## config.mk

```make
export PLATFORM = sky130hd
export DESIGN_NAME = sync_frame_fletcher_parser_top
export DESIGN_NICKNAME = d
export VERILOG_FILES = /design/src/rtl/sfp_pkg.sv /design/src/rtl/sync_frame_fletcher_parser_top.sv /design/src/rtl/sfp_parser.sv /design/src/rtl/sfp_out_reg.sv
export SDC_FILE = /design/constraint.sdc
export NUM_CORES = 1
export LEC_CHECK = 0
export ABC_AREA = 1
export BUFFER_PORTS_ARGS = -buffer_cell sky130_fd_sc_hd__buf_4
export CAP_MARGIN = 30
export CORE_ASPECT_RATIO = 0.9
export CORE_UTILIZATION = 54
export CTS_CLUSTER_SIZE = 20
export DETAILED_ROUTE_END_ITERATION = 8
export PLACE_DENSITY = 0.87
export SYNTH_ARGS = -nofsm -noshare
export SYNTH_HDL_FRONTEND = slang
export SYNTH_SLANG_ARGS = --single-unit
```

## constraint.sdc

```tcl
create_clock -name clk -period 4.8 [get_ports clk]
set_input_delay 0.48 -clock clk [delete_from_list [all_inputs] [get_ports clk]]
set_output_delay 0.48 -clock clk [all_outputs]
set_load 0.1 [all_outputs]
```

## src/rtl/sfp_pkg.sv

```systemverilog
// ----------------------------------------------------------------------------
// sfp_pkg
// Shared types and constants of the sync frame Fletcher parser.
// ----------------------------------------------------------------------------
package sfp_pkg;

    localparam logic [7:0] SYNC_FIRST  = 8'hB5;
    localparam logic [7:0] SYNC_SECOND = 8'h62;
    localparam logic [7:0] NAV_CLASS   = 8'h01;
    localparam logic [7:0] NAV_PVT_ID  = 8'h07;

    localparam logic [15:0] MAX_PAYLOAD_RESET = 16'd512;
    localparam logic [15:0] NAV_MIN_RESET     = 16'd92;

    // Result kinds, carried on tuser.
    localparam logic [1:0] KIND_PAYLOAD = 2'd0;
    localparam logic [1:0] KIND_GOOD    = 2'd1;
    localparam logic [1:0] KIND_CK_ERR  = 2'd2;

    // Configuration register indexes.
    localparam logic CFG_MAX_PAYLOAD = 1'b0;
    localparam logic CFG_NAV_MIN     = 1'b1;

    localparam int TDATA_OUT_W = 128;

    typedef struct packed {
        logic [15:0] max_payload_length;
        logic [15:0] nav_min_length;
    } cfg_t;

    typedef struct packed {
        logic [1:0]  kind;
        logic [7:0]  frame_class;
        logic [7:0]  msg_id;
        logic [15:0] byte_index;
        logic [7:0]  data_byte;
        logic [15:0] frame_length;
        logic        is_nav_solution;
        logic [31:0] good_frames;
        logic [31:0] checksum_errors;
    } result_t;

endpackage

```

## src/rtl/sync_frame_fletcher_parser_top.sv

```systemverilog
// ----------------------------------------------------------------------------
// sync_frame_fletcher_parser_top
// Sync frame parser with 8-bit Fletcher check: streams payload beats and
// reports each frame within the length limit as good or as a checksum error.
// ----------------------------------------------------------------------------
// Path: a payload or report beat is held in the input register, then in the
// result register, and waits there while the output is stalled.
// Throughput: one input beat per cycle unless a beat's result waits on a stalled
// output; the frame state machine updates once per beat between the registers.
// Reset: rst_n clears the parser, the counters and both stages at once and
// loads the register defaults (maximum payload 512, navigation minimum 92).
module sync_frame_fletcher_parser_top (
    input  logic         clk,
    input  logic         rst_n,
    // Configuration write port.
    input  logic         cfg_we,
    input  logic         cfg_index,
    input  logic [15:0]  cfg_data,
    // Slave side.
    input  logic         s_tvalid,
    output logic         s_tready,
    input  logic [7:0]   s_tdata,   // [7:0] rx_byte
    // Master side.
    output logic         m_tvalid,
    input  logic         m_tready,
    // [7:0] frame_class, [15:8] msg_id, [31:16] byte_index, [39:32] data_byte,
    // [55:40] frame_length, [56] is_nav_solution, [88:57] good_frames,
    // [120:89] checksum_errors, [127:121] zero
    output logic [sfp_pkg::TDATA_OUT_W-1:0] m_tdata,
    output logic [1:0]   m_tuser    // [1:0] kind
);

    sfp_pkg::cfg_t    cfg_reg;
    logic             in_valid_reg;
    logic [7:0]       in_byte_reg;
    logic             step;
    logic             res_valid;
    logic             slot_free;
    sfp_pkg::result_t res;
    sfp_pkg::result_t res_out;

    always_ff @(posedge clk or negedge rst_n)
    begin
        if (!rst_n)
        begin
            cfg_reg.max_payload_length <= sfp_pkg::MAX_PAYLOAD_RESET;
            cfg_reg.nav_min_length     <= sfp_pkg::NAV_MIN_RESET;
        end
        else if (cfg_we)
        begin
            unique case (cfg_index)
                sfp_pkg::CFG_MAX_PAYLOAD: cfg_reg.max_payload_length <= cfg_data;
                sfp_pkg::CFG_NAV_MIN:     cfg_reg.nav_min_length     <= cfg_data;
                default:                  cfg_reg                    <= cfg_reg;
            endcase
        end
    end

    // A byte that gives no result moves on even while the output is stalled.
    assign slot_free = !m_tvalid || m_tready;
    assign step      = in_valid_reg && (slot_free || !res_valid);
    assign s_tready  = !in_valid_reg || step;

    always_ff @(posedge clk or negedge rst_n)
    begin
        if (!rst_n)
        begin
            in_valid_reg <= 1'b0;
        end
        else if (s_tready)
        begin
            in_valid_reg <= s_tvalid;
        end
    end

    always_ff @(posedge clk)
    begin
        if (s_tready && s_tvalid)
        begin
            in_byte_reg <= s_tdata;
        end
    end

    sfp_parser u_parser (
        .clk       (clk),
        .rst_n     (rst_n),
        .step      (step),
        .rx_byte   (in_byte_reg),
        .cfg       (cfg_reg),
        .res_valid (res_valid),
        .res       (res)
    );

    sfp_out_reg u_out (
        .clk      (clk),
        .rst_n    (rst_n),
        .load     (step && res_valid),
        .res      (res),
        .m_tvalid (m_tvalid),
        .m_tready (m_tready),
        .res_out  (res_out)
    );

    assign m_tuser = res_out.kind;
    assign m_tdata = {7'd0,
                      res_out.checksum_errors,
                      res_out.good_frames,
                      res_out.is_nav_solution,
                      res_out.frame_length,
                      res_out.data_byte,
                      res_out.byte_index,
                      res_out.msg_id,
                      res_out.frame_class};

endmodule

```

## src/rtl/sfp_parser.sv

```systemverilog
// ----------------------------------------------------------------------------
// sfp_parser
// Frame state machine: sync search, header capture, Fletcher sums, counters
// and the result item for the byte taken in this cycle.
// ----------------------------------------------------------------------------
module sfp_parser (
    input  logic             clk,
    input  logic             rst_n,
    input  logic             step,
    input  logic [7:0]       rx_byte,
    input  sfp_pkg::cfg_t    cfg,
    output logic             res_valid,
    output sfp_pkg::result_t res
);

    localparam logic [3:0] PH_SYNC1   = 4'd0;
    localparam logic [3:0] PH_SYNC2   = 4'd1;
    localparam logic [3:0] PH_CLASS   = 4'd2;
    localparam logic [3:0] PH_ID      = 4'd3;
    localparam logic [3:0] PH_LEN_LO  = 4'd4;
    localparam logic [3:0] PH_LEN_HI  = 4'd5;
    localparam logic [3:0] PH_PAYLOAD = 4'd6;
    localparam logic [3:0] PH_CK_A    = 4'd7;
    localparam logic [3:0] PH_CK_B    = 4'd8;

    logic [3:0]  phase_reg, phase_next;
    logic [7:0]  class_reg, class_next;
    logic [7:0]  id_reg, id_next;
    logic [15:0] len_reg, len_next;
    logic [15:0] pos_reg, pos_next;
    logic [7:0]  sum_a_reg, sum_a_next;
    logic [7:0]  sum_b_reg, sum_b_next;
    logic [31:0] good_reg, good_next;
    logic [31:0] bad_reg, bad_next;

    logic [7:0]  add_a;
    logic [7:0]  add_b;
    logic [15:0] len_full;
    logic [15:0] pos_inc;
    logic        nav;

    assign add_a    = sum_a_reg + rx_byte;
    assign add_b    = sum_b_reg + add_a;
    assign len_full = {rx_byte, len_reg[7:0]};
    assign pos_inc  = pos_reg + 16'd1;
    assign nav      = (class_reg == sfp_pkg::NAV_CLASS) && (id_reg == sfp_pkg::NAV_PVT_ID)
                      && (len_reg >= cfg.nav_min_length);

    always_comb
    begin
        phase_next = phase_reg;
        class_next = class_reg;
        id_next    = id_reg;
        len_next   = len_reg;
        pos_next   = pos_reg;
        sum_a_next = sum_a_reg;
        sum_b_next = sum_b_reg;
        good_next  = good_reg;
        bad_next   = bad_reg;
        res_valid  = 1'b0;

        res                 = '0;
        res.frame_class     = class_reg;
        res.msg_id          = id_reg;
        res.frame_length    = len_reg;
        res.good_frames     = good_reg;
        res.checksum_errors = bad_reg;

        unique case (phase_reg)
            PH_SYNC2:
            begin
                if (rx_byte == sfp_pkg::SYNC_SECOND)
                begin
                    sum_a_next = '0;
                    sum_b_next = '0;
                    phase_next = PH_CLASS;
                end
                else if (rx_byte == sfp_pkg::SYNC_FIRST)
                begin
                    phase_next = PH_SYNC2;
                end
                else
                begin
                    phase_next = PH_SYNC1;
                end
            end
            PH_CLASS:
            begin
                class_next = rx_byte;
                sum_a_next = add_a;
                sum_b_next = add_b;
                phase_next = PH_ID;
            end
            PH_ID:
            begin
                id_next    = rx_byte;
                sum_a_next = add_a;
                sum_b_next = add_b;
                phase_next = PH_LEN_LO;
            end
            PH_LEN_LO:
            begin
                len_next   = {8'd0, rx_byte};
                sum_a_next = add_a;
                sum_b_next = add_b;
                phase_next = PH_LEN_HI;
            end
            PH_LEN_HI:
            begin
                if (len_full > cfg.max_payload_length)
                begin
                    // Oversize frame: back to the sync search without a report.
                    phase_next = PH_SYNC1;
                    len_next   = '0;
                    pos_next   = '0;
                    sum_a_next = '0;
                    sum_b_next = '0;
                end
                else
                begin
                    len_next   = len_full;
                    pos_next   = '0;
                    sum_a_next = add_a;
                    sum_b_next = add_b;
                    phase_next = (len_full == 16'd0) ? PH_CK_A : PH_PAYLOAD;
                end
            end
            PH_PAYLOAD:
            begin
                sum_a_next     = add_a;
                sum_b_next     = add_b;
                pos_next       = pos_inc;
                if (pos_inc >= len_reg)
                begin
                    phase_next = PH_CK_A;
                end
                res_valid      = 1'b1;
                res.kind       = sfp_pkg::KIND_PAYLOAD;
                res.byte_index = pos_reg;
                res.data_byte  = rx_byte;
            end
            PH_CK_A:
            begin
                if (rx_byte == sum_a_reg)
                begin
                    phase_next = PH_CK_B;
                end
                else
                begin
                    bad_next            = bad_reg + 32'd1;
                    res_valid           = 1'b1;
                    res.kind            = sfp_pkg::KIND_CK_ERR;
                    res.checksum_errors = bad_next;
                    phase_next          = PH_SYNC1;
                    len_next            = '0;
                    pos_next            = '0;
                    sum_a_next          = '0;
                    sum_b_next          = '0;
                end
            end
            PH_CK_B:
            begin
                res_valid = 1'b1;
                if (rx_byte == sum_b_reg)
                begin
                    good_next           = good_reg + 32'd1;
                    res.kind            = sfp_pkg::KIND_GOOD;
                    res.is_nav_solution = nav;
                    res.good_frames     = good_next;
                end
                else
                begin
                    bad_next            = bad_reg + 32'd1;
                    res.kind            = sfp_pkg::KIND_CK_ERR;
                    res.checksum_errors = bad_next;
                end
                phase_next = PH_SYNC1;
                len_next   = '0;
                pos_next   = '0;
                sum_a_next = '0;
                sum_b_next = '0;
            end
            default:
            begin
                // The sync search, and any code with no meaning.
                phase_next = (rx_byte == sfp_pkg::SYNC_FIRST) ? PH_SYNC2 : PH_SYNC1;
            end
        endcase
    end

    always_ff @(posedge clk or negedge rst_n)
    begin
        if (!rst_n)
        begin
            phase_reg <= PH_SYNC1;
            class_reg <= '0;
            id_reg    <= '0;
            len_reg   <= '0;
            pos_reg   <= '0;
            sum_a_reg <= '0;
            sum_b_reg <= '0;
            good_reg  <= '0;
            bad_reg   <= '0;
        end
        else if (step)
        begin
            phase_reg <= phase_next;
            class_reg <= class_next;
            id_reg    <= id_next;
            len_reg   <= len_next;
            pos_reg   <= pos_next;
            sum_a_reg <= sum_a_next;
            sum_b_reg <= sum_b_next;
            good_reg  <= good_next;
            bad_reg   <= bad_next;
        end
    end

`ifndef SYNTHESIS
    // Inside the payload the position never reaches the declared length.
    a_pos_in_range: assert property (@(posedge clk) disable iff (!rst_n)
        (phase_reg == PH_PAYLOAD) |-> (pos_reg < len_reg))
        else $error("payload position beyond declared length");

    // The good frame counter only moves on the second check byte.
    a_good_only_ckb: assert property (@(posedge clk) disable iff (!rst_n)
        (step && (phase_reg != PH_CK_B)) |=> $stable(good_reg))
        else $error("good frame counter moved outside check byte B");

    // A frame report always leaves the parser in the sync search.
    a_report_restarts: assert property (@(posedge clk) disable iff (!rst_n)
        (step && res_valid && (res.kind != sfp_pkg::KIND_PAYLOAD))
        |=> (phase_reg == PH_SYNC1) && (sum_a_reg == 8'd0) && (sum_b_reg == 8'd0))
        else $error("parser not back in sync search after frame report");
`endif

endmodule

```

## src/rtl/sfp_out_reg.sv

```systemverilog
// ----------------------------------------------------------------------------
// sfp_out_reg
// Result register that drives the master-side stream.
// ----------------------------------------------------------------------------
module sfp_out_reg (
    input  logic             clk,
    input  logic             rst_n,
    input  logic             load,
    input  sfp_pkg::result_t res,
    output logic             m_tvalid,
    input  logic             m_tready,
    output sfp_pkg::result_t res_out
);

    logic             valid_reg, valid_next;
    sfp_pkg::result_t res_reg;

    assign valid_next = load || (valid_reg && !m_tready);

    always_ff @(posedge clk or negedge rst_n)
    begin
        if (!rst_n)
        begin
            valid_reg <= 1'b0;
        end
        else
        begin
            valid_reg <= valid_next;
        end
    end

    always_ff @(posedge clk)
    begin
        if (load)
        begin
            res_reg <= res;
        end
    end

    assign m_tvalid = valid_reg;
    assign res_out  = res_reg;

`ifndef SYNTHESIS
    // A new result is loaded only into a free or draining slot.
    a_no_overwrite: assert property (@(posedge clk) disable iff (!rst_n)
        load |-> (!valid_reg || m_tready))
        else $error("result overwritten before it was taken");
`endif

endmodule

```

==> results.md <==
* Outcome: finished with violations
* Violated checks: DRC, hold timing
* Placer Congestion at 0.938
* Worst Path Arrival at 3.87 ns
* Register Area at 8090 um2
* Synth warn at 0
* Seq pwr share at 38.7%
* Synth top area cells: dfrtp_1 (26%), edfxtp_1 (26%), nand2_1 (12%), inv_1 (5.7%), ha_1 (5.3%)
* Initial antenna violation count at 0
* Root buf cell: clkbuf_16
* H-tree levels at 1
* Clk slew on worst S/H paths at 0.06 ns
* Setup TNS at 0 ns
* Min-Delay Path Class: in -> async
* Commonest non-fill, non-tap cell in the layout: nand2_1
* Post-Route WL at 37700 um
* Largest fanout on the critical path at 76
* WL/cell at 16.6 um
* Synthesized cell area at 15300 um2
* Worst-Skew Late Latency at 0.57 ns
* Tcrit/Tclk final at 76.2%
* CTS Hold Bufs at 0
* Antenna fix cells at 0
* Layout cells sized above 1 at 12.8%
* Post-CTS sizing at 0
* Layout Area Growth over Synthesis at 16.0%
* Post-placement cell count at 2218
* Fmax at 0.273 GHz
* Clock sinks at 297
* Post-synth ARST share at 55.9%
* R2r setup slk at 1.14 ns
* Post-synth top area share at 26.3%
* Final hold viol count at 15
* Critical path required time at 5.01 ns
* RR Startpoint: in_byte_reg[3]
* # port buffers at 154
* CP startpoint kind: flop
* Worst Setup End Kind: flop
* Post-DRT Antenna Nets at 0
* Drt first pass iters at 7
* Share of the yosys chip area belonging to registers at 52.9%
* Gate power share at 31.9%
* Initial core utilization at 54.9%
* Yosys reg bits at 297
* Post-layout min period at 3.66 ns
* First-pass GRT wire length at 61100 um
* Largest net degree at the start of global routing at 87
* CP Launch Point: in_byte_reg[3]
* Commonest non-fill, non-tap cells in the layout: nand2_1 (469), inv_1 (233), dfrtp_1 (161)
* Critical Setup Path Class: reg -> reg
* Total power density per cell area at 463 nW/um2
* DRC Markers at 26
* Crit Reg-Reg Endpoint: u_out.res_out[48]
* Die width at 179 um
* Clock buffer count from CTS at 31
* GRT overflow at 0
* Initial DRC count at 1215
* Routed via count at 12600
* Core Area at 27900 um2
* Die area at 29000 um2
* Dpl hpwl at 27000 um
* Slew Viols, Final at 0
* Final Skew at 0.0227 ns
* Worst VDD drop at 0.283 mV
* Final #Nets at 1988
* Worst Setup EP: u_out.res_out[48]
* Vias in the first global route at 12100
* Slew headroom at 36.5%
* Fillers at 2237
* Maximum root-to-sink buffer count at 3
* Int Pwr at 5160 uW
* Post-synth EDFFs at 131
* GR Util All Layers at 26.1%
* CTS tree: built
* DR vias/cell at 5.53
* Final non-filler cell total at 2276
* Cells after synthesis at 1743
* Vert. Die Dim at 162 um
* Clock share of power at 29.4%
* Top Ports at 162
* Final core utilization at 63.7%
* Cell taking the most area after synthesis: dfrtp_1
* Smallest hold slack at -0.0200 ns
* Worst reg-to-reg path cell count at 12
* Mapped Avg Cell Area at 8.78 um2
* Area of the multi-input gates at 6040 um2
* Max reg flops at 123
* Lkg Pwr at 0.00814 uW
* Worst-Margin Slew at 0.951 ns
* Row Count at 58
* Post-CTS Setup Bufs at 0
* Sw frac at 37.2%
* RSZ-0062 raised after global routing: no
* Max-cap violations at 0
* Unique masters post-synth at 46
* Final setup fails at 0
* Main synth FF type: dfrtp_1
* Switch Pwr at 3060 uW
## Yosys cell counts (4+ instances only)
library cell,n
a21oi_1,34
and2_1,5
buf_2,21
buf_4,14
clkbuf_1,14
dfrtp_1,161
dfstp_2,5
edfxtp_1,131
ha_1,65
inv_1,234
inv_2,4
nand2_1,469
nand2_2,8
nand3_1,101
nand4_1,31
nor2_1,102
nor2_2,5
nor3_1,40
nor4_1,6
o21ai_0,118
o21ai_1,75
xnor2_1,12
xor2_1,48
## logic make-up after synthesis
kind of cell,count (synthesis),synth area share (%)
buf+inv,291,7.72
simple gates,788,22.2
fa+ha+maj,67,5.58
flops,297,52.9
xor+xnor,61,3.54
compound gates,238,8.04
other cells,1,0.0245
## worst max-delay path, cell delays in order, from the launching register on
cell and delay [ns]:
edfxtp_1 0.52, ha_1 0.44, inv_1 0.08, nand2_1 0.05, nor2_1 0.15, nand3_1 0.11
nand2_2 0.13, nand3_4 0.11, a21boi_4 0.14, buf_4 0.41, nand2_1 0.20, inv_4 0.49
buf_12 0.43
## power by group through the flow
| stage | Sequential (uW) | Clock, uW | Combinational (uW) |
|---|---|---|---|
| floorplan | 3940 | 0 | 1310 |
| global placement | 3210 | 0 | 2530 |
| detailed placement | 3220 | 0 | 2600 |
| CTS | 3170 | 2450 | 2620 |
| global route | 3200 | 2560 | 2880 |
| finish | 3180 | 2420 | 2620 |
## routing by layer
metal | GRT usage (%) | routed length [um] | vias up | part of all wire (%)
met3 | 3.72 | 2880 | 91 | 7.6
met1 | 36.0 | 16300 | 5971 | 43
met2 | 42.8 | 17400 | 520 | 46
met4 | 9.01 | 1120 | 0 | 3.0
li1 | - | - | 6002 | -
met5 | 0 | 0 | - | 0
## through the flow
step | setup WS (ns) | instance area [um2] | hold slack (ns) | total power (uW)
after global placement | 1.24 | 16700 | 0.460 | 5740
after detailed placement | 1.16 | 16700 | 0.457 | 5820
after floorplan | 0.0103 | 15300 | 0.184 | 5250
after CTS | 1.14 | 17700 | 0.00368 | 8240
after global routing | 0.857 | 17700 | 0.0382 | 8640
final | 1.14 | 17700 | -0.0200 | 8220
## how the worst min path moves through the flow
| stage | to | slack [ns] | cells past startpoint |
|---|---|---|---|
| after global routing | cfg_reg[5] | 0.04 | 1 |
| after detailed placement | u_out.res_out[112] | 0.46 | 0 |
| after CTS | cfg_reg[5] | 0.004 | 1 |
| after global placement | u_out.res_out[106] | 0.46 | 0 |
| after floorplan | cfg_reg[0] | 0.18 | 0 |
| final | cfg_reg[5] | -0.02 | 1 |
## cell type report
type,count,area share (%)
clock buffers,44,4.93
clock inverters,14,0.888
inverters,239,5.08
multi-input cells,1161,34.1
flip-flops and latches,297,45.6
well taps,360,2.54
repair buffers,161,6.90
No activity file was read; power rests on OpenSTA's default activity.
